===== src/hdl/bsbp_pkg.sv =====
// shared types and constants for the bitmap set-bit position block
package bsbp_pkg;

	localparam int WORD_BITS       = 64;
	localparam int IDX_BITS        = 6;
	localparam int WIDX_BITS       = 26;
	localparam int FULL_POS_BITS   = 32;
	localparam int SLOT_FIELD_BITS = 20;
	localparam int CFG_DATA_BITS   = 32;
	localparam int CFG_INDEX_BITS  = 2;
	localparam int S_TDATA_BITS    = 96;
	localparam int M_TDATA_BITS    = 56;

	localparam logic [CFG_INDEX_BITS-1:0] REG_WINDOW_START = 2'd0;
	localparam logic [CFG_INDEX_BITS-1:0] REG_WINDOW_END   = 2'd1;
	localparam logic [CFG_INDEX_BITS-1:0] REG_BASE_SLOT    = 2'd2;

	typedef struct packed {
		logic load;
		logic emit;
	} bsbp_cmd_t;

	typedef struct packed {
		logic masked_nonzero;
		logic last;
		logic out_free;
	} bsbp_status_t;

endpackage


===== src/hdl/bsbp_ctrl.sv =====
// controller: idle / scan sequencing of one bitmap word at a time
module bsbp_ctrl
	import bsbp_pkg::*;
(
	input  logic         clk,
	input  logic         arst_n,
	input  logic         s_tvalid,
	output logic         s_tready,
	input  bsbp_status_t status,
	output bsbp_cmd_t    cmd
);

	localparam logic ST_IDLE = 1'b0;
	localparam logic ST_SCAN = 1'b1;

	logic state_q;
	logic state_d;

	always_comb begin
		state_d  = state_q;
		s_tready = 1'b0;
		cmd      = '0;
		case (state_q)
			ST_IDLE: begin
				s_tready = 1'b1;
				if (s_tvalid) begin
					cmd.load = 1'b1;
					if (status.masked_nonzero) begin
						state_d = ST_SCAN;
					end
				end
			end
			ST_SCAN: begin
				cmd.emit = status.out_free;
				if (status.out_free && status.last) begin
					state_d = ST_IDLE;
				end
			end
			default: begin
				state_d = ST_IDLE;
			end
		endcase
	end

	always_ff @(posedge clk or negedge arst_n) begin
		if (!arst_n) begin
			state_q <= ST_IDLE;
		end else begin
			state_q <= state_d;
		end
	end

endmodule


===== src/hdl/bsbp_datapath.sv =====
// datapath: window registers, word mask, lowest-bit scan, slot counter, output register
module bsbp_datapath
	import bsbp_pkg::*;
#(
	parameter int POS_BITS  = 32,
	parameter int SLOT_BITS = 20
) (
	input  logic                      clk,
	input  logic                      arst_n,
	input  logic                      cfg_valid,
	input  logic [CFG_INDEX_BITS-1:0] cfg_index,
	input  logic [CFG_DATA_BITS-1:0]  cfg_data,
	input  logic [WORD_BITS-1:0]      mark_bits,
	input  logic [WIDX_BITS-1:0]      word_index,
	input  logic                      restart,
	input  bsbp_cmd_t                 cmd,
	output bsbp_status_t              status,
	output logic                      out_valid,
	input  logic                      out_ready,
	output logic [FULL_POS_BITS-1:0]  position,
	output logic [SLOT_FIELD_BITS-1:0] slot,
	output logic                      last_of_word
);

	localparam int PB = (POS_BITS < FULL_POS_BITS) ? POS_BITS : FULL_POS_BITS;
	localparam logic [FULL_POS_BITS-1:0] POS_MASK =
		FULL_POS_BITS'((64'd1 << PB) - 64'd1);

	logic [FULL_POS_BITS-1:0]   win_start_q;
	logic [FULL_POS_BITS-1:0]   win_end_q;
	logic [SLOT_FIELD_BITS-1:0] base_slot_q;
	logic [SLOT_BITS-1:0]       slot_cnt_q;
	logic [WORD_BITS-1:0]       word_q;
	logic [WIDX_BITS-1:0]       widx_q;
	logic                       out_valid_q;
	logic [FULL_POS_BITS-1:0]   pos_q;
	logic [SLOT_FIELD_BITS-1:0] slot_q;
	logic                       last_q;

	logic [WIDX_BITS-1:0] start_hi;
	logic [WIDX_BITS-1:0] end_hi;
	logic [WORD_BITS-1:0] lo_mask;
	logic [WORD_BITS-1:0] hi_mask;
	logic [WORD_BITS-1:0] masked;
	logic [WORD_BITS-1:0] lsb;
	logic [WORD_BITS-1:0] word_rest;
	logic [IDX_BITS-1:0]  bit_idx;

	assign start_hi = win_start_q[FULL_POS_BITS-1:IDX_BITS];
	assign end_hi   = win_end_q[FULL_POS_BITS-1:IDX_BITS];

	// bits of the incoming word that fall inside the window
	always_comb begin
		if (start_hi < word_index) begin
			lo_mask = '1;
		end else if (start_hi == word_index) begin
			lo_mask = {WORD_BITS{1'b1}} << win_start_q[IDX_BITS-1:0];
		end else begin
			lo_mask = '0;
		end
		if (end_hi > word_index) begin
			hi_mask = '1;
		end else if (end_hi == word_index) begin
			hi_mask = {WORD_BITS{1'b1}} >> (6'd63 - win_end_q[IDX_BITS-1:0]);
		end else begin
			hi_mask = '0;
		end
		masked = mark_bits & lo_mask & hi_mask;
	end

	// isolate the lowest set bit and encode it
	always_comb begin
		lsb       = word_q & (~word_q + 64'd1);
		word_rest = word_q & ~lsb;
		bit_idx   = '0;
		for (int k = 0; k < WORD_BITS; k++) begin
			if (lsb[k]) begin
				bit_idx = bit_idx | IDX_BITS'(k);
			end
		end
	end

	assign status.masked_nonzero = (masked != '0);
	assign status.last           = (word_rest == '0);
	assign status.out_free       = !out_valid_q || out_ready;

	always_ff @(posedge clk or negedge arst_n) begin
		if (!arst_n) begin
			win_start_q <= '0;
			win_end_q   <= '1;
			base_slot_q <= '0;
		end else if (cfg_valid) begin
			case (cfg_index)
				REG_WINDOW_START: win_start_q <= cfg_data;
				REG_WINDOW_END:   win_end_q   <= cfg_data;
				REG_BASE_SLOT:    base_slot_q <= cfg_data[SLOT_FIELD_BITS-1:0];
				default: begin
				end
			endcase
		end
	end

	always_ff @(posedge clk or negedge arst_n) begin
		if (!arst_n) begin
			slot_cnt_q <= '0;
		end else if (cmd.load && restart) begin
			slot_cnt_q <= SLOT_BITS'(base_slot_q);
		end else if (cmd.emit) begin
			slot_cnt_q <= slot_cnt_q + 1'b1;
		end
	end

	always_ff @(posedge clk or negedge arst_n) begin
		if (!arst_n) begin
			out_valid_q <= 1'b0;
		end else if (cmd.emit) begin
			out_valid_q <= 1'b1;
		end else if (out_ready) begin
			out_valid_q <= 1'b0;
		end
	end

	always_ff @(posedge clk) begin
		if (cmd.load) begin
			word_q <= masked;
			widx_q <= word_index;
		end else if (cmd.emit) begin
			word_q <= word_rest;
		end
		if (cmd.emit) begin
			pos_q  <= {widx_q, bit_idx} & POS_MASK;
			slot_q <= SLOT_FIELD_BITS'(slot_cnt_q);
			last_q <= (word_rest == '0);
		end
	end

	assign out_valid    = out_valid_q;
	assign position     = pos_q;
	assign slot         = slot_q;
	assign last_of_word = last_q;

endmodule


===== src/hdl/bitmap_set_bit_positions.sv =====
// top level of the bitmap set-bit position flattener
//
// s_* channel: one 64-bit bitmap word with its word index per transfer;
//   s_tuser carries the restart flag, which reloads the slot counter from
//   base_slot before the word is scanned.
// m_* channel: one set-bit position inside the window per transfer, with
//   its slot number; m_tlast marks the final position of a word.
// cfg_* channel: register writes (0 window_start, 1 window_end,
//   2 base_slot), always ready; write only while the block is idle.
// timing: a word is taken while idle; the lowest set bit scan then sends one
//   position per cycle while the receiver keeps up, and a word with no
//   positions in the window leaves the block idle. the first position is
//   registered from the scan state once the output register is free.
// the output register holds a result while the receiver stalls;
//   a stalled receiver holds the scan, and s_tready is low during the scan.
// reset: window spans all positions, base_slot and slot counter are zero,
//   no result is pending.
module bitmap_set_bit_positions
	import bsbp_pkg::*;
#(
	parameter int POS_BITS  = 32,
	parameter int SLOT_BITS = 20
) (
	input  logic                      clk,
	input  logic                      arst_n,
	input  logic                      s_tvalid,
	output logic                      s_tready,
	input  logic [S_TDATA_BITS-1:0]   s_tdata,   // mark_bits, word_index, zero pad
	input  logic                      s_tuser,   // restart
	output logic                      m_tvalid,
	input  logic                      m_tready,
	output logic [M_TDATA_BITS-1:0]   m_tdata,   // position, slot, zero pad
	output logic                      m_tlast,
	input  logic                      cfg_valid,
	output logic                      cfg_ready,
	input  logic [CFG_INDEX_BITS-1:0] cfg_index,
	input  logic [CFG_DATA_BITS-1:0]  cfg_data
);

	bsbp_cmd_t    cmd;
	bsbp_status_t status;

	logic [FULL_POS_BITS-1:0]   position;
	logic [SLOT_FIELD_BITS-1:0] slot;

	assign cfg_ready = 1'b1;

	bsbp_ctrl u_ctrl (
		.clk      (clk),
		.arst_n   (arst_n),
		.s_tvalid (s_tvalid),
		.s_tready (s_tready),
		.status   (status),
		.cmd      (cmd)
	);

	bsbp_datapath #(
		.POS_BITS  (POS_BITS),
		.SLOT_BITS (SLOT_BITS)
	) u_dp (
		.clk          (clk),
		.arst_n       (arst_n),
		.cfg_valid    (cfg_valid),
		.cfg_index    (cfg_index),
		.cfg_data     (cfg_data),
		.mark_bits    (s_tdata[WORD_BITS-1:0]),
		.word_index   (s_tdata[WORD_BITS+WIDX_BITS-1:WORD_BITS]),
		.restart      (s_tuser),
		.cmd          (cmd),
		.status       (status),
		.out_valid    (m_tvalid),
		.out_ready    (m_tready),
		.position     (position),
		.slot         (slot),
		.last_of_word (m_tlast)
	);

	assign m_tdata = {{(M_TDATA_BITS-FULL_POS_BITS-SLOT_FIELD_BITS){1'b0}}, slot, position};

endmodule


===== config.mk =====
export PLATFORM = sky130hd
export DESIGN_NAME = bitmap_set_bit_positions
export DESIGN_NICKNAME = d
export VERILOG_FILES = /design/src/hdl/bsbp_pkg.sv /design/src/hdl/bsbp_ctrl.sv /design/src/hdl/bsbp_datapath.sv /design/src/hdl/bitmap_set_bit_positions.sv
export SDC_FILE = /design/constraint.sdc
export NUM_CORES = 1
export LEC_CHECK = 0
export BUFFER_PORTS_ARGS = -buffer_cell sky130_fd_sc_hd__buf_4
export CAP_MARGIN = 10
export CORE_ASPECT_RATIO = 0.75
export CORE_MARGIN = 2
export CORE_UTILIZATION = 30
export DETAILED_ROUTE_END_ITERATION = 6
export PLACE_DENSITY_LB_ADDON = 0.1
export SYNTH_ARGS = -nofsm -noshare
export SYNTH_HDL_FRONTEND = slang
export SYNTH_SLANG_ARGS = --single-unit

===== constraint.sdc =====
create_clock -name clk -period 11.1 [get_ports clk]
set_clock_uncertainty 0.05 [all_clocks]
set_input_delay 2.22 -clock clk [delete_from_list [all_inputs] [get_ports clk]]
set_output_delay 2.22 -clock clk [all_outputs]
set_load 0.03 [all_outputs]

==> PnR_summary.wiki, run 1 <==
{| class="wikitable"
! Metric !! Value
|-
| Required time of the critical path || 11,420 ps
|-
| Placeable core region || 47,100 sq um
|-
| R2R Setup Slk || 5540 ps
|-
| Arrival @ worst endpoint || 7300 ps
|-
| Worst path bufs/invs || 4
|-
| Setup crit start kind || primary input
|-
| Number of endpoints with negative hold slack in the final report || 0
|-
| Worst reg-to-reg path cell count || 10
|-
| Finished Layout Cells || 2,247
|-
| Final weighted congestion of routability-driven global placement || 0.941
|-
| Maximum level of the CTS H-tree || 1
|-
| Library cell used as clock root buffer || sky130_fd_sc_hd__clkbuf_16
|-
| Placed inst area || 16,200 sq um
|-
| Starting density of the core || 0.302
|-
| Post-Syn Area || 14,200 sq um
|-
| Layout Cell Area excl Fill || 17,100 sq um
|-
| Via Count || 12,400
|-
| Total power density per cell area || 162 nW/um^2
|-
| Type of element capturing the critical path || flop
|-
| Most used flip-flop cell after synthesis || sky130_fd_sc_hd__edfxtp_1
|-
| Mean instance size in the synthesized netlist || 9.94 sq um
|-
| Area of the die || 49,200 sq um
|-
| Post-Route WL || 54.9 mm
|-
| Area overhead of the layout relative to synthesis || 20.2%
|-
| Critical Path Stages || 14
|-
| Number of placed cells counting well taps || 2,194
|-
| Leak Pwr || 6.62 nW
|-
| Detailed-route vias per instance || 5.50
|-
| Worst slew margin || 0.213
|-
| Met1 capacity usage during global routing || 0.329
|-
| Standard-cell row count || 69
|-
| Number of synthesized flops with an enable pin || 143
|-
| Outcome || finished clean
|-
| Start of the worst register-to-register path || u_dp.word_q[10]
|-
| Worst hold margin || 366 ps
|-
| Vertical extent of the die || 193 um
|-
| Peak-usage layer in the global routing report || met1
|-
| Largest net degree at the start of global routing || 76
|-
| Number of ports placed on the die boundary || 196
|-
| Unrepaired setup endpoints after global routing || false
|-
| Clock-pin slew on the worst setup and hold paths || 60 ps
|-
| Number of setup violations in the final report || 0
|-
| Clock latency on the worst-skew pair || 570 ps
|-
| DRT Pass-1 Iters || 6
|-
| Overall global routing resource usage || 0.219
|-
| Width of the die || 256 um
|-
| Capturing element of the worst setup path || u_ctrl.state_q
|-
| Endpoint of the lowest-slack register-to-register path || u_ctrl.state_q
|-
| Most frequent cells in the layout || 197 x sky130_fd_sc_hd__buf_4, 145 x sky130_fd_sc_hd__nand2_1, 143 x sky130_fd_sc_hd__o21ai_0, 143 x sky130_fd_sc_hd__edfxtp_1, 105 x sky130_fd_sc_hd__nor2_1
|-
| Global-route wire length before repair || 80.4 mm
|-
| Critical path type || in -> reg
|-
| Final clock period utilization by the worst path || 0.629
|-
| Fillers || 4,898
|-
| Fin. max-slew vios || 0
|-
| Fraction of final layout cells sized beyond drive strength 1 || 0.239
|-
| Sequential fraction of the synthesis area || 0.491
|-
| Number of buffers added by the clock tree synthesis step || 29
|-
| Count of max-cap constraint violations || 0
|-
| Count of buffers from port buffering || 184
|-
| Post-Syn Instances || 1,432
|-
| 1st-iter DRT viols || 1,244
|-
| Vias in the first global route || 12,100
|-
| TritonCTS clock tree || done
|-
| Met2 routing resource usage after global routing || 0.307
|-
| Residual antenna-violating net count after detailed routing || 0
|-
| Total inserted antenna cells || 0
|-
| Congestion Overflow GR || 0
|-
| Largest vdd supply drop || 0.101 mV
|-
| Critical path launch point || s_tdata[81]
|-
| Largest fanout on the critical path || 54
|-
| Number of sinks on the clock net || 249
|-
| Gates resized, CTS repair || 0
|-
| Most common library cell in the layout ignoring fill and taps || sky130_fd_sc_hd__buf_4
|-
| #FFs+latches synth || 249
|-
| HPWL after detailed placement || 41.7 mm
|-
| Shortest period the worst path allows || 6980 ps
|-
| Hold WC Path Type || reg -> reg
|-
| Cells along the critical path || buf_4 -> inv_1 -> ha_1 -> nand4_1 -> nor4_1 -> inv_1 -> o211ai_1 -> buf_4 -> and2_1 -> o21ai_0 -> a32oi_1 -> nand4_1 -> nor4_1 -> a31oi_1
|-
| Number of synthesis warnings || 0
|-
| Number of buffers on the longest clock path || 3
|-
| Initial antenna violation count || 0
|-
| Share of synthesized registers carrying an async set or reset || 0.426
|-
| Slowest cell delay on critical path || 940 ps
|-
| Post-layout total power || 2.78 mW
|-
| Net total in the final layout || 1,775
|-
| Synth unique cells || 78
|-
| Grt met3 use || 0.0641
|-
| Highest achievable clock rate || 143 MHz
|-
| Total negative slack for setup checks || 0 ps
|-
| # Post-CTS Setup Buffers || 0
|-
| Post-detailed-route wirelength per cell || 24.4 um
|-
| Slew at the pin with the worst max-slew slack || 1170 ps
|-
| Slowest CP cell || sky130_fd_sc_hd__nor4_1
|-
| Post-CTS Hold Fix Bufs || 0
|-
| Family of cells with the greatest summed delay on the critical path || simple AND/OR/NAND/NOR gates
|-
| DRC violations left || 0
|}
sequential cells by signal, indices dropped and copies added (netlist names):
name and cells:
u_ctrl.state_q 1, u_dp.win_end_q 32, u_dp.out_valid 1, u_dp.base_slot_q 20, u_dp.slot 20, u_dp.slot_cnt_q 20
u_dp.last_of_word 1, u_dp.win_start_q 32, u_dp.widx_q 26, u_dp.word_q 64, u_dp.position 32
cell families (layout without fill, tap and decap cells):
family / Yosys count / in the layout / share of synthesized area
adders and majority gates: 59 / 59 / 0.0509
buffers and inverters: 126 / 299 / 0.0346
DFF: 249 / 249 / 0.491
xor gates and xnor gates: 16 / 16 / 0.00984
and+or+nand+nor: 522 / 522 / 0.183
muxes: 85 / 85 / 0.0670
AOI/OAI and AO/OA: 373 / 373 / 0.163
other: 2 / 5 / 0.000527
worst min-delay path by stage:
| stage | startpoint | end | slack (ps) | depth (start not counted) |
|---|---|---|---|---|
| 2_1_floorplan | u_dp.widx_q[4] | u_dp.position[10] | 350 | 0 |
| 3_3_place_gp | u_dp.widx_q[8] | u_dp.position[14] | 350 | 0 |
| 3_5_place_dp | u_dp.widx_q[5] | u_dp.position[11] | 350 | 0 |
| 6_report | u_dp.widx_q[15] | u_dp.position[21] | 370 | 0 |
| 4_1_cts | u_dp.widx_q[15] | u_dp.position[21] | 360 | 0 |
| 5_1_grt | u_dp.widx_q[0] | u_dp.position[6] | 380 | 0 |
stage by stage:
step	utilization	setup slack [ps]
after detailed placement	0.344	3950
after global placement	0.344	3890
after floorplan	-	5490
after global routing	0.363	4050
after CTS	0.363	4530
final	0.363	4120
synthesized netlist by cell type (all sizes together), types with 4 or more instances:
cell     number  area, sq um
a2111oi       6         58.8
a21o         14          105
nand4        41          257
and2         11         68.8
nand2b        8         50.1
nand3        66          330
o21a          9         67.6
nand2       146          548
o211ai       11         82.6
and3         11         68.8
nor2        106          398
ha           53          663
dfstp        32          841
edfxtp      143         4290
a211o         4         35.0
nor3b         4         30.0
clkbuf       65          244
nand3b        9         67.6
a31oi         7         43.8
dfrtp        74         1850
a211oi       19          143
a21oi        77          385
a2bb2oi       4         35.0
nor4         21          146
o22ai        14         87.6
o41ai         5         43.8
o2111ai      13          114
buf          12         65.1
nand4b        5         43.8
o21ai       144          721
a21boi        7         52.6
or3          11         68.8
inv          49          184
or2          13         81.3
or4           7         60.1
and4          5         43.8
nor3         37          185
mux2         82          923
o31ai         4         30.0
maj3          6         61.3
xnor2         8         70.1
xor2          8         70.1
nor2b        10         62.6
o32ai         4         35.0
per-layer routing:
| metal | up-vias | routed length (um) |
|---|---|---|
| li1 | 5705 | - |
| met1 | 6095 | 26600 |
| met2 | 508 | 21700 |
| met3 | 60 | 5460 |
| met4 | 0 | 1120 |
| met5 | - | 0 |
area by class of cell:
class	instances	area (sq um)	area share
clock inverter	16	82.6	0.00483
timing repair buffer	197	1480	0.0864
sequential	249	6990	0.408
inverter	49	184	0.0107
tap	639	800	0.0467
clock buffer	37	796	0.0465
multi-input combinational	1060	6790	0.397
power breakdown:
| part | total, mW | internal (mW) | switching (mW) |
|---|---|---|---|
| registers | 1.24 | 1.12 | 0.122 |
| logic | 0.629 | 0.244 | 0.385 |
| clock network | 0.907 | 0.503 | 0.404 |
worst register-to-register path, delay by kind of cell (launching register included):
family	cells	cell delay, ps
compound gates	4	1510
flops	1	520
simple gates	6	3290
Note: power is estimated with default switching activity, not from simulation.
==> run 2, diff against run 1 <==
Clock period 11.1 ns to 6.5 ns, I/O delays scaled along.
==> run 2 against run 1 <==
Compared with the run above:
- utilization is 0.36 points higher
- critical path depth is 3 lower
- critical endpoint unchanged
- combinational power is 73% higher
- sequential power is 71% higher
- highest routed layer unchanged
- largest power group unchanged
- first-iteration DRC count is 2.2% lower
- via count is 1.4% higher
- global-route usage is 0.13 points lower
==> PnR_summary.wiki, run 2 (same netlist as run 1, synthesis figures left out) <==
{| class="wikitable"
! Metric !! Value
|-
| Number of buffers on the longest clock path || 3 (unchanged)
|-
| Most common library cell in the layout ignoring fill and taps || sky130_fd_sc_hd__buf_4
|-
| Width of the die || 256 um (unchanged)
|-
| # Post-CTS Setup Buffers || 0 (unchanged)
|-
| Gates resized, CTS repair || 0 (unchanged)
|-
| Worst path bufs/invs || 1 (-3)
|-
| Register with the most flip-flops || u_dp.word_q
|-
| Final cell utilization of the core || 0.367 (+0.00358)
|-
| 1st-iter DRT viols || 1,217 (-2.2%)
|-
| TritonCTS clock tree || done
|-
| Hold Path End || u_dp.position[15]
|-
| Count of max-cap constraint violations || 0 (unchanged)
|-
| Start of the worst register-to-register path || u_dp.word_q[3]
|-
| Met3 routed wirelength || 4.82 mm (-12%)
|-
| Net total in the final layout || 1,790 (+0.85%)
|-
| Post-Route WL || 54.7 mm (-0.31%)
|-
| Critical path type || reg -> reg
|-
| Fillers || 4,825 (-1.5%)
|-
| Highest achievable clock rate || 195 MHz
|-
| Fin. max-slew vios || 0 (unchanged)
|-
| Standard-cell row count || 69 (unchanged)
|-
| Maximum level of the CTS H-tree || 1 (unchanged)
|-
| Cells along the critical path || nor4_1 -> nand3_1 -> buf_4 -> o41ai_1 -> nand4_1 -> a2111oi_0 -> nand4_1 -> nor4_1 -> o211a_1 -> o2bb2ai_1 -> a31oi_1
|-
| Clock-pin slew on the worst setup and hold paths || 60 ps (about the same)
|-
| Max FFs per register || 64 (unchanged)
|-
| Total negative slack for setup checks || 0 ps (unchanged)
|-
| Shortest period the worst path allows || 5130 ps
|-
| Placeable core region || 47,100 sq um (unchanged)
|-
| Library cell used as clock root buffer || sky130_fd_sc_hd__clkbuf_16
|-
| Worst slew margin || 0.184 (-0.0289)
|-
| Number of cells traversed by the worst hold path || 0 (unchanged)
|-
| Largest net degree at the start of global routing || 65 (-14%)
|-
| Number of sinks on the clock net || 249 (unchanged)
|-
| Slew at the pin with the worst max-slew slack || 1190 ps (+19.5 ps)
|-
| Post-detailed-route wirelength per cell || 24.2 um (-1.0%)
|-
| Vias in the first global route || 12,100 (-0.26%)
|-
| Post-CTS Hold Fix Bufs || 0 (unchanged)
|-
| Area of the die || 49,200 sq um (unchanged)
|-
| Top routing layer in use || met4
|-
| Starting density of the core || 0.302 (unchanged)
|-
| Number of ports placed on the die boundary || 196 (unchanged)
|-
| Initial antenna violation count || 0 (unchanged)
|-
| Hold WC Path Type || reg -> reg
|-
| Final weighted congestion of routability-driven global placement || 0.937 (-0.38%)
|-
| Post-layout total power || 4.81 mW (+73%)
|-
| Number of buffers added by the clock tree synthesis step || 28 (-3.4%)
|-
| Final clock period utilization by the worst path || 0.790
|-
| Number of endpoints with negative hold slack in the final report || 0 (unchanged)
|-
| Number of setup violations in the final report || 0 (unchanged)
|-
| Residual antenna-violating net count after detailed routing || 0 (unchanged)
|-
| Global-route wire length before repair || 80.5 mm (+0.13%)
|-
| DRC violations left || 0 (unchanged)
|-
| Required time of the critical path || 6870 ps (-4550 ps)
|-
| R2R Setup Slk || 1370 ps (-4170 ps)
|-
| Most frequent cells in the layout || 213 x sky130_fd_sc_hd__buf_4, 145 x sky130_fd_sc_hd__nand2_1, 143 x sky130_fd_sc_hd__o21ai_0, 143 x sky130_fd_sc_hd__edfxtp_1, 106 x sky130_fd_sc_hd__nor2_1
|-
| Slowest cell delay on critical path || 1010 ps (+70 ps)
|-
| Detailed-route vias per instance || 5.54 (+0.67%)
|-
| Area overhead of the layout relative to synthesis || 21.4%
|-
| Overall global routing resource usage || 0.218 (-0.00126)
|-
| Setup crit start kind || flop
|-
| Clock latency on the worst-skew pair || 570 ps (about the same)
|-
| Start point of the worst hold path || u_dp.widx_q[9]
|-
| Type of element capturing the critical path || flop
|-
| Via Count || 12,500 (+1.4%)
|-
| Largest vdd supply drop || 0.176 mV (+74%)
|-
| Total power density per cell area || 278 nW/um^2 (+71%)
|-
| Fraction of final layout cells sized beyond drive strength 1 || 0.246 (+0.00704)
|-
| HPWL after detailed placement || 41.9 mm (+0.49%)
|-
| Slowest CP cell || sky130_fd_sc_hd__a2111oi_0
|-
| Count of buffers from port buffering || 184 (unchanged)
|-
| Arrival @ worst endpoint || 5500 ps (-1800 ps)
|-
| Largest fanout on the critical path || 13 (-76%)
|-
| DRT Pass-1 Iters || 6 (unchanged)
|-
| Met1 wire length || 27.0 mm (+1.7%)
|-
| Worst reg-to-reg path cell count || 11 (+1)
|-
| Outcome || finished clean
|-
| Leak Pwr || 6.71 nW (+1.4%)
|-
| Vertical extent of the die || 193 um (unchanged)
|-
| Family of cells with the greatest summed delay on the critical path || compound AO/OA/AOI/OAI gates
|-
| Endpoint of the lowest-slack register-to-register path || u_ctrl.state_q
|-
| Met2 routed WL || 21.6 mm (-0.49%)
|-
| Unrepaired setup endpoints after global routing || false
|-
| Congestion Overflow GR || 0 (unchanged)
|}
-- run 2: changes by cell type in the layout (fill, tap and decap cells not counted), sizes merged --
cell | before | now
inv | 51 | 49
buf | 197 | 213
diode | 0 | 1
clkbuf | 37 | 39
clkinv | 12 | 10
clkinvlp | 2 | 3
-- run 2: layout make-up --
cell class,instances,area (sq um),area share
Sequential cell,249,6990,0.404
Multi-Input combinational cell,1060,6780,0.392
Timing Repair Buffer,213,1600,0.0925
Clock buffer,39,856,0.0495
Tap cell,639,800,0.0463
Inverter,49,184,0.0106
Clock inverter,13,71.3,0.00413
Antenna cell,1,2.50,0.000145
-- run 2: how the worst max path moves through the flow --
stage | start | to | slack (ps) | cells past startpoint
final | u_dp.word_q[3] | u_ctrl.state_q | 1370 | 11
after global routing | u_dp.word_q[2] | u_ctrl.state_q | 1170 | 11
after CTS | u_dp.word_q[3] | u_ctrl.state_q | 1650 | 10
after detailed placement | s_tdata[88] | u_ctrl.state_q | 1150 | 15
after global placement | s_tdata[88] | u_ctrl.state_q | 1200 | 15
after floorplan | m_tready | u_dp.word_q[0] | 1810 | 4
-- run 2: metrics by stage --
stage	instance area [sq um]	cells	worst slack, ps	hold WS [ps]
floorplan	14300	1435	1810	350
global placement	16400	2210	1200	351
detailed placement	16400	2210	1150	355
CTS	17300	2262	1650	370
global route	17300	2262	1170	375
finish	17300	2263	1370	368
-- run 2: power breakdown --
group / switching, mW / internal (mW)
Combinational: 0.659 / 0.427
Sequential: 0.209 / 1.91
Clock: 0.687 / 0.915
Total: 1.55 / 3.25
-- run 2: routing by layer --
metal	up-vias	global-route usage
met5	-	0
li1	5731	-
met2	520	0.304
met1	6220	0.332
met3	69	0.0548
met4	0	0.0493
